`config.mk`:
```
export PLATFORM = sky130hd
export DESIGN_NAME = pe_pool_allocator_top_flat
export DESIGN_NICKNAME = d
export VERILOG_FILES = /design/src/sv/ppa_pkg.sv /design/src/sv/ppa_req_if.sv /design/src/sv/ppa_rsp_if.sv /design/src/sv/ppa_kind_table.sv /design/src/sv/pe_pool_allocator_top.sv /design/src/flat_wrapper.sv
export VERILOG_INCLUDE_DIRS = /design/src /design/src/sv
export SDC_FILE = /design/constraint.sdc
export NUM_CORES = 2
export LEC_CHECK = 0
export BUFFER_PORTS_ARGS = -buffer_cell sky130_fd_sc_hd__buf_2
export CELL_PAD_IN_SITES_DETAIL_PLACEMENT = 1
export CELL_PAD_IN_SITES_GLOBAL_PLACEMENT = 1
export CORE_ASPECT_RATIO = 0.75
export CORE_MARGIN = 1.5
export CORE_UTILIZATION = 54
export DETAILED_ROUTE_END_ITERATION = 12
export PLACE_DENSITY_LB_ADDON = 0.1
export SYNTH_ARGS = -nofsm -noshare
export SYNTH_HDL_FRONTEND = slang
export SYNTH_SLANG_ARGS = --single-unit
```
`constraint.sdc`:
```
create_clock -name clk -period 10.53 [get_ports clk]
set_input_delay 1.5795 -clock clk [delete_from_list [all_inputs] [get_ports clk]]
set_output_delay 1.5795 -clock clk [all_outputs]
set_load 0.02 [all_outputs]
```
`src/sv/pe_pool_allocator_top_macros.svh`:
```
// Assertion macros for the pool allocator top level.
`ifndef PE_POOL_ALLOCATOR_TOP_MACROS_SVH
`define PE_POOL_ALLOCATOR_TOP_MACROS_SVH

// Same-cycle implication, sampled on clk, off while rst_n is low.
`define PPA_ASSERT_IMPLIES(name, ante, cons) \
    name: assert property (@(posedge clk) disable iff (!rst_n) (ante) |-> (cons)) \
        else $error("pool allocator assertion failed");

// Next-cycle implication, sampled on clk, off while rst_n is low.
`define PPA_ASSERT_NEXT(name, ante, cons) \
    name: assert property (@(posedge clk) disable iff (!rst_n) (ante) |=> (cons)) \
        else $error("pool allocator assertion failed");

`endif

```
`src/sv/ppa_pkg.sv`:
```
// Package: sizes, codes and shared types of the pool allocator.
`default_nettype none
package ppa_pkg;

    localparam int NUM_SLOTS = 128;
    localparam int NUM_KINDS = 16;

    localparam int SLOT_W = (NUM_SLOTS > 1) ? $clog2(NUM_SLOTS) : 1;
    localparam int KIND_W = (NUM_KINDS > 1) ? $clog2(NUM_KINDS) : 1;
    localparam int KCNT_W = $clog2(NUM_KINDS + 1);
    localparam int CNT_W  = $clog2(NUM_SLOTS + 1);

    localparam int REQ_W    = 2;
    localparam int ID_W     = 32;
    localparam int SLOTF_W  = 7;
    localparam int STATUS_W = 3;
    localparam int COUNT_W  = 8;

    typedef enum logic [REQ_W-1:0] {
        REQ_LOAD,
        REQ_ACQUIRE,
        REQ_RELEASE,
        REQ_COUNT
    } req_type_t;

    typedef enum logic [STATUS_W-1:0] {
        ST_OK,
        ST_NONE_FREE,
        ST_UNKNOWN,
        ST_EMPTY_SLOT,
        ST_BAD_STATE,
        ST_KINDS_FULL
    } status_t;

    typedef struct packed {
        logic              hit;
        logic              full;
        logic [KIND_W-1:0] kind;
        logic [KIND_W-1:0] new_kind;
    } kind_lookup_t;

endpackage
`default_nettype wire

```
`src/sv/ppa_req_if.sv`:
```
// Interface: request channel of the pool allocator.
`default_nettype none
interface ppa_req_if;
    logic                        valid;
    logic                        ready;
    logic [ppa_pkg::REQ_W-1:0]   req_type;
    logic [ppa_pkg::ID_W-1:0]    kernel_id;
    logic [ppa_pkg::SLOTF_W-1:0] slot;

    modport source (output valid, output req_type, output kernel_id, output slot,
                    input ready);
    modport sink   (input valid, input req_type, input kernel_id, input slot,
                    output ready);
endinterface
`default_nettype wire

```
`src/sv/ppa_rsp_if.sv`:
```
// Interface: response channel of the pool allocator.
`default_nettype none
interface ppa_rsp_if;
    logic                         valid;
    logic                         ready;
    logic [ppa_pkg::STATUS_W-1:0] status;
    logic [ppa_pkg::SLOTF_W-1:0]  granted_slot;
    logic [ppa_pkg::COUNT_W-1:0]  pe_count;
    logic [ppa_pkg::COUNT_W-1:0]  free_left;

    modport source (output valid, output status, output granted_slot, output pe_count,
                    output free_left, input ready);
    modport sink   (input valid, input status, input granted_slot, input pe_count,
                    input free_left, output ready);
endinterface
`default_nettype wire

```
`src/sv/ppa_kind_table.sv`:
```
// Kind table: kernel id keys, parallel match and allocation of new kinds.
`default_nettype none
module ppa_kind_table (
    input  logic                     clk,
    input  logic                     rst_n,
    input  logic [ppa_pkg::ID_W-1:0] id,
    input  logic                     alloc,
    output ppa_pkg::kind_lookup_t    lookup
);
    import ppa_pkg::*;

    logic [ID_W-1:0]   kind_key_reg [NUM_KINDS];
    logic [KCNT_W-1:0] kinds_used_reg;
    logic [KCNT_W-1:0] kinds_used_next;
    logic [NUM_KINDS-1:0] hit_vec;
    logic [KIND_W-1:0]    hit_kind;

    always_comb
    begin
        hit_kind = '0;
        for (int k = 0; k < NUM_KINDS; k++)
        begin
            hit_vec[k] = (KCNT_W'(k) < kinds_used_reg) && (kind_key_reg[k] == id)
                         && (id != '0);
            hit_kind   = hit_kind | (hit_vec[k] ? KIND_W'(k) : '0);
        end
    end

    always_comb
    begin
        lookup.hit      = |hit_vec;
        lookup.full     = (kinds_used_reg >= KCNT_W'(NUM_KINDS));
        lookup.kind     = hit_kind;
        lookup.new_kind = KIND_W'(kinds_used_reg);
        kinds_used_next = alloc ? kinds_used_reg + KCNT_W'(1) : kinds_used_reg;
    end

    always_ff @(posedge clk or negedge rst_n)
    begin
        if (!rst_n)
        begin
            kinds_used_reg <= '0;
        end
        else
        begin
            kinds_used_reg <= kinds_used_next;
        end
    end

    always_ff @(posedge clk)
    begin
        if (alloc)
        begin
            kind_key_reg[KIND_W'(kinds_used_reg)] <= id;
        end
    end

endmodule
`default_nettype wire

```
`src/sv/pe_pool_allocator_top.sv`:
```
// Top level: processing-element slot pool with per-kernel free stacks.
//
// Usage:
//   req carries one transaction per request: load a slot with a kernel id,
//   acquire a free slot of a kernel, release a held slot, or count the slots
//   of a kernel. rsp returns exactly one transaction per request, in order,
//   with status, granted slot, slot count and free slots left in the kind.
//   A request accepted into the input register has its response registered
//   in the response register when rsp is not stalled. Throughput: one
//   request per cycle while rsp is not stalled; the whole request is handled
//   combinationally from the input register through the parallel kind match
//   into the per-kind stack registers. The slot kind and stack link memories
//   are read ahead: the kind at accept time, the next link after each pop.
//   Reset: all slots empty and not held, no kinds in use, all counts zero;
//   the block accepts requests right after reset, with no clearing pass.
//   Stall: while rsp.valid waits for rsp.ready, the response holds and one
//   more request is taken into the input register; then req.ready drops.
`default_nettype none
module pe_pool_allocator_top (
    input  logic clk,
    input  logic rst_n,
    ppa_req_if.sink   req,
    ppa_rsp_if.source rsp
);
    import ppa_pkg::*;

    logic                s1_valid_reg;
    logic                s1_valid_next;
    req_type_t           s1_req_reg;
    logic [ID_W-1:0]     s1_id_reg;
    logic [SLOTF_W-1:0]  s1_slot_reg;

    logic                rsp_valid_reg;
    logic                rsp_valid_next;
    status_t             rsp_status_reg;
    logic [SLOTF_W-1:0]  rsp_granted_reg;
    logic [COUNT_W-1:0]  rsp_count_reg;
    logic [COUNT_W-1:0]  rsp_left_reg;

    logic [NUM_SLOTS-1:0] slot_loaded_reg;
    logic [NUM_SLOTS-1:0] slot_held_reg;
    logic [KIND_W-1:0]    slot_kind_mem [NUM_SLOTS];
    logic [KIND_W-1:0]    kind_rd_reg;
    logic [SLOT_W-1:0]    link_mem [NUM_SLOTS];
    logic [SLOT_W-1:0]    link_rd_reg;
    logic                 pend_valid_reg;
    logic                 pend_valid_next;
    logic [KIND_W-1:0]    pend_kind_reg;

    logic [SLOT_W-1:0] stack_top_reg  [NUM_KINDS];
    logic [SLOT_W-1:0] stack_next_reg [NUM_KINDS];
    logic [CNT_W-1:0]  free_cnt_reg   [NUM_KINDS];
    logic [CNT_W-1:0]  total_cnt_reg  [NUM_KINDS];

    logic              accept;
    logic              advance;
    logic [SLOT_W-1:0] s1_idx;
    logic              in_range;
    kind_lookup_t      lookup;
    logic [KIND_W-1:0] k_sel;
    logic [SLOT_W-1:0] eff_top;
    logic [SLOT_W-1:0] eff_next;
    logic [CNT_W-1:0]  fc;
    logic [CNT_W-1:0]  tc;

    status_t            status;
    logic [SLOTF_W-1:0] granted;
    logic [COUNT_W-1:0] count;
    logic [COUNT_W-1:0] left;
    logic               do_load;
    logic               do_alloc;
    logic               do_push;
    logic               do_pop;

    ppa_kind_table u_kind_table (
        .clk    (clk),
        .rst_n  (rst_n),
        .id     (s1_id_reg),
        .alloc  (advance && do_alloc),
        .lookup (lookup)
    );

    assign advance   = s1_valid_reg && (!rsp_valid_reg || rsp.ready);
    assign req.ready = !s1_valid_reg || advance;
    assign accept    = req.valid && req.ready;

    assign rsp.valid        = rsp_valid_reg;
    assign rsp.status       = rsp_status_reg;
    assign rsp.granted_slot = rsp_granted_reg;
    assign rsp.pe_count     = rsp_count_reg;
    assign rsp.free_left    = rsp_left_reg;

    assign s1_idx   = SLOT_W'(s1_slot_reg);
    assign in_range = (32'(s1_slot_reg) < 32'(NUM_SLOTS));

    always_comb
    begin
        case (s1_req_reg)
            REQ_LOAD:    k_sel = lookup.hit ? lookup.kind : lookup.new_kind;
            REQ_RELEASE: k_sel = kind_rd_reg;
            default:     k_sel = lookup.kind;
        endcase
        eff_top  = stack_top_reg[k_sel];
        eff_next = (pend_valid_reg && (pend_kind_reg == k_sel)) ? link_rd_reg
                                                                : stack_next_reg[k_sel];
        fc = free_cnt_reg[k_sel];
        tc = total_cnt_reg[k_sel];
    end

    always_comb
    begin
        status   = ST_OK;
        granted  = '0;
        count    = '0;
        left     = '0;
        do_load  = 1'b0;
        do_alloc = 1'b0;
        do_push  = 1'b0;
        do_pop   = 1'b0;
        case (s1_req_reg)
            REQ_LOAD:
            begin
                if (!in_range || (s1_id_reg == '0))
                    status = ST_EMPTY_SLOT;
                else if (slot_loaded_reg[s1_idx])
                    status = ST_BAD_STATE;
                else if (!lookup.hit && lookup.full)
                    status = ST_KINDS_FULL;
                else
                begin
                    do_load  = 1'b1;
                    do_alloc = !lookup.hit;
                    do_push  = 1'b1;
                    left     = COUNT_W'(fc + CNT_W'(1));
                end
            end
            REQ_ACQUIRE:
            begin
                if (!lookup.hit)
                    status = ST_UNKNOWN;
                else if (fc == '0)
                    status = ST_NONE_FREE;
                else
                begin
                    do_pop  = 1'b1;
                    granted = SLOTF_W'(eff_top);
                    left    = COUNT_W'(fc - CNT_W'(1));
                end
            end
            REQ_RELEASE:
            begin
                if (!in_range || !slot_loaded_reg[s1_idx])
                    status = ST_EMPTY_SLOT;
                else if (!slot_held_reg[s1_idx])
                    status = ST_BAD_STATE;
                else
                begin
                    do_push = 1'b1;
                    left    = COUNT_W'(fc + CNT_W'(1));
                end
            end
            REQ_COUNT:
            begin
                if (lookup.hit)
                begin
                    count = COUNT_W'(tc);
                    left  = COUNT_W'(fc);
                end
            end
            default:
            begin
                status = ST_OK;
            end
        endcase
    end

    always_comb
    begin
        s1_valid_next   = accept ? 1'b1 : (advance ? 1'b0 : s1_valid_reg);
        rsp_valid_next  = advance ? 1'b1 : (rsp.ready ? 1'b0 : rsp_valid_reg);
        pend_valid_next = advance && do_pop;
    end

    always_ff @(posedge clk or negedge rst_n)
    begin
        if (!rst_n)
        begin
            s1_valid_reg    <= 1'b0;
            rsp_valid_reg   <= 1'b0;
            pend_valid_reg  <= 1'b0;
            slot_loaded_reg <= '0;
            slot_held_reg   <= '0;
            for (int k = 0; k < NUM_KINDS; k++)
            begin
                free_cnt_reg[k]  <= '0;
                total_cnt_reg[k] <= '0;
            end
        end
        else
        begin
            s1_valid_reg   <= s1_valid_next;
            rsp_valid_reg  <= rsp_valid_next;
            pend_valid_reg <= pend_valid_next;
            if (advance && do_load)
            begin
                slot_loaded_reg[s1_idx] <= 1'b1;
                total_cnt_reg[k_sel]    <= tc + CNT_W'(1);
            end
            if (advance && do_push)
            begin
                slot_held_reg[s1_idx] <= 1'b0;
                free_cnt_reg[k_sel]   <= fc + CNT_W'(1);
            end
            if (advance && do_pop)
            begin
                slot_held_reg[eff_top] <= 1'b1;
                free_cnt_reg[k_sel]    <= fc - CNT_W'(1);
            end
        end
    end

    always_ff @(posedge clk)
    begin
        if (accept)
        begin
            s1_req_reg  <= req_type_t'(req.req_type);
            s1_id_reg   <= req.kernel_id;
            s1_slot_reg <= req.slot;
            kind_rd_reg <= slot_kind_mem[SLOT_W'(req.slot)];
        end
        if (advance && do_load)
        begin
            slot_kind_mem[s1_idx] <= k_sel;
        end
    end

    always_ff @(posedge clk)
    begin
        for (int k = 0; k < NUM_KINDS; k++)
        begin
            if (advance && do_push && (k_sel == KIND_W'(k)))
            begin
                stack_next_reg[k] <= eff_top;
            end
            else if (pend_valid_reg && (pend_kind_reg == KIND_W'(k)))
            begin
                stack_next_reg[k] <= link_rd_reg;
            end
        end
        if (advance && do_push)
        begin
            link_mem[s1_idx]     <= eff_top;
            stack_top_reg[k_sel] <= s1_idx;
        end
        if (advance && do_pop)
        begin
            stack_top_reg[k_sel] <= eff_next;
            link_rd_reg          <= link_mem[eff_next];
            pend_kind_reg        <= k_sel;
        end
        if (advance)
        begin
            rsp_status_reg  <= status;
            rsp_granted_reg <= granted;
            rsp_count_reg   <= count;
            rsp_left_reg    <= left;
        end
    end

`include "pe_pool_allocator_top_macros.svh"

    `PPA_ASSERT_IMPLIES(a_err_clears_fields, rsp_valid_reg && (rsp_status_reg != ST_OK),
        (rsp_left_reg == '0) && (rsp_granted_reg == '0))
    `PPA_ASSERT_NEXT(a_load_marks_slot, advance && do_load,
        slot_loaded_reg[$past(s1_idx)])
    `PPA_ASSERT_NEXT(a_pop_marks_held, advance && do_pop,
        slot_held_reg[$past(eff_top)])
    `PPA_ASSERT_IMPLIES(a_stall_blocks_input, rsp_valid_reg && !rsp.ready && s1_valid_reg,
        !req.ready)

endmodule
`default_nettype wire

```
`src/flat_wrapper.sv`:
```
// flat-port wrapper written by rule: the top's interface ports become plain ports
module pe_pool_allocator_top_flat import ppa_pkg::*;
  (clk, rst_n, req_valid, req_req_type, req_kernel_id, req_slot, req_ready, rsp_valid, rsp_status, rsp_granted_slot, rsp_pe_count, rsp_free_left, rsp_ready);
  ppa_req_if req_i ();
  ppa_rsp_if rsp_i ();
  input  logic clk;
  input  logic rst_n;
  input wire logic [$bits(req_i.valid)-1:0] req_valid;
  input wire logic [$bits(req_i.req_type)-1:0] req_req_type;
  input wire logic [$bits(req_i.kernel_id)-1:0] req_kernel_id;
  input wire logic [$bits(req_i.slot)-1:0] req_slot;
  output wire logic [$bits(req_i.ready)-1:0] req_ready;
  output wire logic [$bits(rsp_i.valid)-1:0] rsp_valid;
  output wire logic [$bits(rsp_i.status)-1:0] rsp_status;
  output wire logic [$bits(rsp_i.granted_slot)-1:0] rsp_granted_slot;
  output wire logic [$bits(rsp_i.pe_count)-1:0] rsp_pe_count;
  output wire logic [$bits(rsp_i.free_left)-1:0] rsp_free_left;
  input wire logic [$bits(rsp_i.ready)-1:0] rsp_ready;
  assign req_i.valid = req_valid;
  assign req_i.req_type = req_req_type;
  assign req_i.kernel_id = req_kernel_id;
  assign req_i.slot = req_slot;
  assign req_ready = req_i.ready;
  assign rsp_valid = rsp_i.valid;
  assign rsp_status = rsp_i.status;
  assign rsp_granted_slot = rsp_i.granted_slot;
  assign rsp_pe_count = rsp_i.pe_count;
  assign rsp_free_left = rsp_i.free_left;
  assign rsp_i.ready = rsp_ready;
  pe_pool_allocator_top u_core (.clk(clk), .rst_n(rst_n), .req(req_i), .rsp(rsp_i));
endmodule
```
# Word level (Yosys, flattened, before mapping)
# Memory sizes are Yosys's and may differ from the RTL's. A register that Yosys moved wholly into a read port is not among the register bits.
# Cells that the tools add are included.
[word_totals]
regBits = 591
ramBits = 2144
input_bits = 45
out_inout_bits = 28
elab_cells = 438
memories = 5
[op_classes]
n_addsub = 4
n_lt_le_gt_ge = 23
n_eq_ne = 50
muxes = 181
n_bitwise = 38
reduce_logical = 91
[mem_list]
columns = ["name", "words", "word_bits", "read_ports", "rd_ports_with_merged_regs", "write_ports", "line_no", "source"]
rows = [
  ["u_core.link_mem", 128, 7, 1, 1, 1, "pe_pool_allocator_top.sv:44", "logic [SLOT_W-1:0] link_mem [NUM_SLOTS];"],
  ["u_core.slot_kind_mem", 128, 4, 1, 1, 1, "pe_pool_allocator_top.sv:42", "logic [KIND_W-1:0] slot_kind_mem [NUM_SLOTS];"],
  ["u_core.u_kind_table.kind_key_reg", 16, 32, 16, 0, 1, "ppa_kind_table.sv:12", "logic [ID_W-1:0] kind_key_reg [NUM_KINDS];"],
  ["u_core.stack_next_reg", 16, 7, 1, 0, 16, "pe_pool_allocator_top.sv:51", "logic [SLOT_W-1:0] stack_next_reg [NUM_KINDS];"],
  ["u_core.stack_top_reg", 16, 7, 1, 0, 1, "pe_pool_allocator_top.sv:50", "logic [SLOT_W-1:0] stack_top_reg [NUM_KINDS];"],
]
[ops]
columns = ["operator", "count"]
rows = [
  ["$eq 32x32->1", 16],
  ["$mux 128", 4],
  ["$bwmux 128", 3],
  ["$or 128x128->128", 2],
  ["$and 128x128->128", 1],
  ["$not 128->128", 1],
  ["$mux 7", 18],
  ["$mux 1", 111],
  ["$mux 8", 13],
  ["$logic_and 1x1->1", 75],
  ["$bmux 8 s4", 2],
  ["$eq 4x4->1 const B", 16],
  ["$lt 4x5->1 const A", 8],
  ["$mux 4", 9],
  ["$demux 8 s4", 1],
  ["$eq 4x3->1 const B", 8],
  ["$logic_not 32->1", 1],
  ["$pmux 8 s4", 1],
  ["$reduce_bool 32->1", 1],
  ["$mux 3", 10],
  ["$or 4x4->4", 7],
  ["$lt 3x5->1 const A", 4],
  ["$or 1x1->1", 17],
  ["$add 8x1->8 const B", 2],
  ["35 further kinds", 56],
]

# Depth between registers and ports, before layout
# An unclocked memory read counts as a cell.
[depth]
word_depth = 33
ltp_mapped = 29
mapped_depth_nobuf = 20

# Hierarchy
# Synthesis repeated with hierarchy kept, for this count alone.
[hier_totals]
cells_unflattened = 8423
hier_area_um2 = 117158.6
[by_module_without_submodules]
columns = ["mod", "n_inst", "cells_per_inst", "area_each_um2", "seq_area_each_um2"]
rows = [
  ["pe_pool_allocator_top", 1, 7051, 94809.7, 64356.7],
  ["ppa_kind_table", 1, 1372, 22348.9, 15499.9],
]

# Least setup slack after synthesis
# OpenSTA, ideal clock, no wires.
[synth_path]
path_kind = "reg2reg"
startpoint = "register u_core.s1_id_reg[12]"
endpoint = "memory u_core.link_mem[0][6] (netlist name) (data pin)"
setup_time_ps = 634
arrival_time_ps = 8537
required_ps = 9896
path_slack_ps = 1359
stages_incl_launch_ff = 20
path_buffers = 9
synth_period_minus_slack_ps = 9171
cell_sequence = "edfxtp_1 -> buf_2 -> nor4_4 -> nand4_2 -> nor2_2 -> buf_2 -> nor4_1 -> nor4_2 -> nand4_1 -> o21ba_2 -> buf_2 -> inv_2 -> buf_4 -> buf_2 -> buf_2 -> clkbuf_1 -> nand3_1 -> a31oi_1 -> clkbuf_1 -> clkbuf_1"
[synth_between]
elab_cells_between_ends = 82
cone_classes = "eq/ne: 16; mux: 17; bitwise: 14; reduce/logical: 34; memory: 1"
[synth_lines]
columns = ["element", "line_no", "source"]
rows = [
  ["start: declaration", "pe_pool_allocator_top.sv:30", "logic [ID_W-1:0] s1_id_reg;"],
  ["start signal: assignment", "pe_pool_allocator_top.sv:227", "s1_id_reg <= req.kernel_id;"],
  ["$eq 32x32->1", "ppa_kind_table.sv:23", "hit_vec[k] = (KCNT_W'(k) < kinds_used_reg) && (kind_key_reg[k] == id)"],
  ["$logic_and 1x1->1", "ppa_kind_table.sv:23", ""],
  ["$logic_and 1x1->1", "ppa_kind_table.sv:24", "&& (id != '0);"],
  ["$mux 3", "ppa_kind_table.sv:25", "hit_kind = hit_kind | (hit_vec[k] ? KIND_W'(k) : '0);"],
  ["$or 2x3->3", "ppa_kind_table.sv:25", ""],
  ["$or 3x3->3 (3 in series)", "ppa_kind_table.sv:25", ""],
  ["$or 3x4->4", "ppa_kind_table.sv:25", ""],
  ["$or 4x4->4 (7 in series)", "ppa_kind_table.sv:25", ""],
  ["$mux 4", "pe_pool_allocator_top.sv:99", "REQ_LOAD: k_sel = lookup.hit ? lookup.kind : lookup.new_kind;"],
  ["$pmux 4 s2 (*)", "pe_pool_allocator_top.sv:98", "case (s1_req_reg)"],
  ["net u_core.k_sel[2]", "pe_pool_allocator_top.sv:60", "logic [KIND_W-1:0] k_sel;"],
  ["$mem_v2 16x7 (*)", "n/a", ""],
  ["net u_core.eff_top[6]", "pe_pool_allocator_top.sv:61", "logic [SLOT_W-1:0] eff_top;"],
  ["end: declaration", "pe_pool_allocator_top.sv:44", ""],
]
# The timed path passes the listed nets; every way through them passes the cells marked *.

# Final worst setup path
[layout_path]
startpoint = "register u_core.s1_id_reg[13]"
endpoint = "register u_core.link_rd_reg[4], read port of u_core.link_mem (data pin)"
[layout_between]
elab_chain_len = 29
elab_cells_between_ends = 94
cone_classes = "eq/ne: 17; mux: 24; bitwise: 15; reduce/logical: 37; memory: 1"
[layout_lines]
columns = ["element", "line_no", "source"]
rows = [
  ["$eq 32x32->1", "ppa_kind_table.sv:23", ""],
  ["$logic_and 1x1->1", "ppa_kind_table.sv:23", ""],
  ["$logic_and 1x1->1", "ppa_kind_table.sv:24", ""],
  ["$mux 1 / $mux 2 (equally long branches)", "ppa_kind_table.sv:25", ""],
  ["$or 1x2->2", "ppa_kind_table.sv:25", ""],
  ["$or 2x2->2", "ppa_kind_table.sv:25", ""],
  ["$or 2x3->3", "ppa_kind_table.sv:25", ""],
  ["$or 3x3->3 (3 in series)", "ppa_kind_table.sv:25", ""],
  ["(+10 left out)", "n/a", ""],
  ["$not 4->5 (implied by the code)", "pe_pool_allocator_top.sv:106", "fc = free_cnt_reg[k_sel];"],
  ["$bmux 8 s4", "pe_pool_allocator_top.sv:106", ""],
  ["$mux 8 (implied by the code) (2 in series)", "pe_pool_allocator_top.sv:106", ""],
  ["$logic_not 8->1", "pe_pool_allocator_top.sv:141", "else if (fc == '0)"],
  ["$mux 1", "pe_pool_allocator_top.sv:141", ""],
  ["$mux 1", "pe_pool_allocator_top.sv:139", "if (!lookup.hit)"],
  ["$mux 1", "pe_pool_allocator_top.sv:120", "case (s1_req_reg)"],
  ["$logic_and 1x1->1", "pe_pool_allocator_top.sv:255", "if (advance && do_pop)"],
  ["end: declaration", "pe_pool_allocator_top.sv:45", "logic [SLOT_W-1:0] link_rd_reg;"],
]
# Several ways; a longest one is shown, not always the timed one. The select of a mux whose other input is x is not followed.
# A chain may end at the register's enable or synchronous reset.

==> reports/summary.txt <==
crit share post-route = 88.4%
largest net degree at the start of global routing = 150
antenna viol nets, final = 0
I/O pin count = 73
Syn Inst Count = 7451
Critical Path RT = 11110 ps
Die X = 537 um
Post-synth EDFFs = 2226
Vias/cell = 6.65
CTS H-tree depth = 5
syn_nets = 7503
Slew Viols, Final = 0
Max-slew headroom = 12.1%
fraction of registers with async set/reset = 18.9%
crit-path most repeated cell = nor4_1
Crit path depth = 19
layout cells sized above 1 = 18.1%
post-synth top area share = 57.8%
Critical Path Max Stage Delay = 1090 ps
HPWL after DPL = 209 mm
Setup Skew = 59.9 ps
Setup crit end kind = flop
GP Congestion = 0.879
total CTS buffers = 276
worst skew pair latency = 890 ps
Inst Count DP = 10100
Clock Path Buffers = 4
post-synth top area cell = edfxtp_1
Sink Count = 2746
CP bufs+invs = 3
Netlist cell types = 89
Synth-to-Final Area Change = 10.6%
endpoints failing setup = 0
Max Cap Viol = 0
starting density of the core = 54.5%
total gr overflow = 0
CTS tree = yes
cell breakdown of the critical path = buf_4 -> xor2_1 -> nor4_1 -> nand4_1 -> nor3_1 -> and4bb_1 -> nand4_1 -> a31o_2 -> inv_6 -> nor4_1 -> a22o_1 -> nor4_1 -> mux2i_4 -> buf_4 -> mux4_2 -> a22o_1 -> a221oi_1 -> o22ai_1 -> or4_1
PwrDens = 186 nW/um^2
most numerous cell in the Yosys netlist = edfxtp_1
slew at the pin closest to its max-slew limit = 1310 ps
vias in the first global route = 71800
RSZ-0062 raised after global routing = no
clk slew on worst S/H paths = 60 ps
Die ar. = 217000 um^2
Global Route Usage Sum = 31.7%
HP Class = reg2reg
Worst Reg-to-Reg Cells = 19
filler cell count = 19000
initial antenna violation count = 7
Critical Path AT = 9880 ps
Post-Layout Cell Count = 10500
final WL = 341 mm
status = completed
DRT iter0 DRCs = 8329
post_cts resized = 0
syn_area_per_cell = 15.5 um^2
Leak Pwr = 0.0447 uW
wire per inst = 32.4 um
DR vias = 70100
Max IR drop VDD = 168 uV
Synth Flop Type = edfxtp_1
hold path cells = 1
total core area = 212000 um^2
Crit Path Category = reg2reg
area of the multi-input gates = 34000 um^2
Fmax achieved = 107 MHz
Post-CTS Setup Inserts = 0
CP max stage cell = nor4_1
most frequent cells after synthesis = 2226 x edfxtp_1, 552 x nand2_1, 520 x dfrtp_1
CP Launch Type = flop
max reg flops = 896
total power = 23800 uW
final hold violation count = 0
Die Y = 404 um
# DRC = 0
row count = 146
layout net count = 7587
Syn. warnings = 0
register area share after synthesis = 69.0%
mapped cell area = 116000 um^2
CTS Hold Bufs = 0
first-pass GRT wire length = 504 mm
clock root buffer = clkbuf_16
maximum fanout along the worst path = 60
Tmin final = 9310 ps
Synth Register Bits = 2746
Port Buf Inserts = 72
setup_tns = 0 ps
Area contributors post-synth = edfxtp_1 58%, dfrtp_1 11%, mux4_2 7.4%
FF+latch area = 79900 um^2
first-pass iteration count of the detailed router = 6
Crit path max-delay family = simple AND/OR/NAND/NOR gates
-- layout by cell type (no fill, tap or decap), types with 16 or more instances in the layout --
master,n
xor2_1,384
nand3_1,196
nand2_1,544
nand4_1,121
or2_2,130
clkbuf_1,69
edfxtp_1,2226
and3_1,35
buf_4,191
a31oi_1,25
xnor2_1,148
a221oi_1,66
nor2_1,421
buf_2,69
mux2_2,168
clkbuf_8,20
nor3_1,40
mux2i_1,289
clkinv_2,26
or4_1,19
o211ai_1,54
a22o_1,43
a22oi_1,92
clkbuf_16,287
o22ai_1,29
inv_1,21
a32o_1,31
dfrtp_1,520
nor4_1,171
clkinv_1,41
a311oi_1,30
mux4_2,381
o21ai_0,393
a21oi_1,121
a21o_1,26
and2_1,16
-- metrics by stage --
step	util [%]	setup slack, ps	hold WS [ps]	area, um^2
3_5_place_dp	56.4	1510	456	120000
4_1_cts	60.3	1470	472	128000
3_3_place_gp	56.4	1560	451	120000
6_report	60.3	1220	471	128000
2_1_floorplan	-	1360	440	116000
5_1_grt	60.3	1100	482	128000
-- metal layers --
metal / global-route usage [%] / up-vias / wire [um]
met2: 47.3 / 3157 / 154000
met5: 0 / - / 26
met1: 49.0 / 37400 / 152000
li1: - / 29000 / -
met4: 7.89 / 4 / 8030
met3: 4.95 / 537 / 27400
-- layout make-up --
type                       instances  share of cell area, %
sequential                      2746                   62.4
multi-input combinational       4210                   26.5
clock buffer                     375                   6.02
tap                             2812                   2.75
timing repair buffer             274                   1.60
clock inverter                    91                  0.596
inverter                          27                  0.103
antenna                            2                0.00391
-- report_power, final --
| group | total, uW | internal (uW) | leakage (uW) | switching (uW) |
|---|---|---|---|---|
| registers | 12000 | 12000 | 0.0273 | 26.3 |
| logic | 2210 | 704 | 0.0132 | 1510 |
| clock network | 9550 | 5430 | 0.00413 | 4130 |
| total | 23800 | 18100 | 0.0447 | 5660 |
-- cell families after synthesis --
| logic type | synth area share (%) |
|---|---|
| mux | 11.6 |
| flops | 69.0 |
| simple gates | 7.66 |
| xor+xnor | 4.04 |
| compound gates | 5.70 |
| buf+inv | 1.89 |
| fa+ha+maj | 0.0757 |
-- worst paths after layout --
path	startpoint	endpoint	slack [ps]
setup / recovery	u_core.s1_id_reg[13]	u_core.link_rd_reg[4]	1220
hold / removal	u_core.slot_loaded_reg[38]	u_core.slot_loaded_reg[38]	470
max in group asynchronous	rst_n	u_core.slot_loaded_reg[123]	7510
min in group asynchronous	rst_n	u_core.free_cnt_reg[28]	730
hold reg to reg	u_core.slot_loaded_reg[38]	u_core.slot_loaded_reg[38]	470
setup reg to reg	u_core.s1_id_reg[13]	u_core.link_rd_reg[4]	1220
No activity file was read; power rests on OpenSTA's default activity.
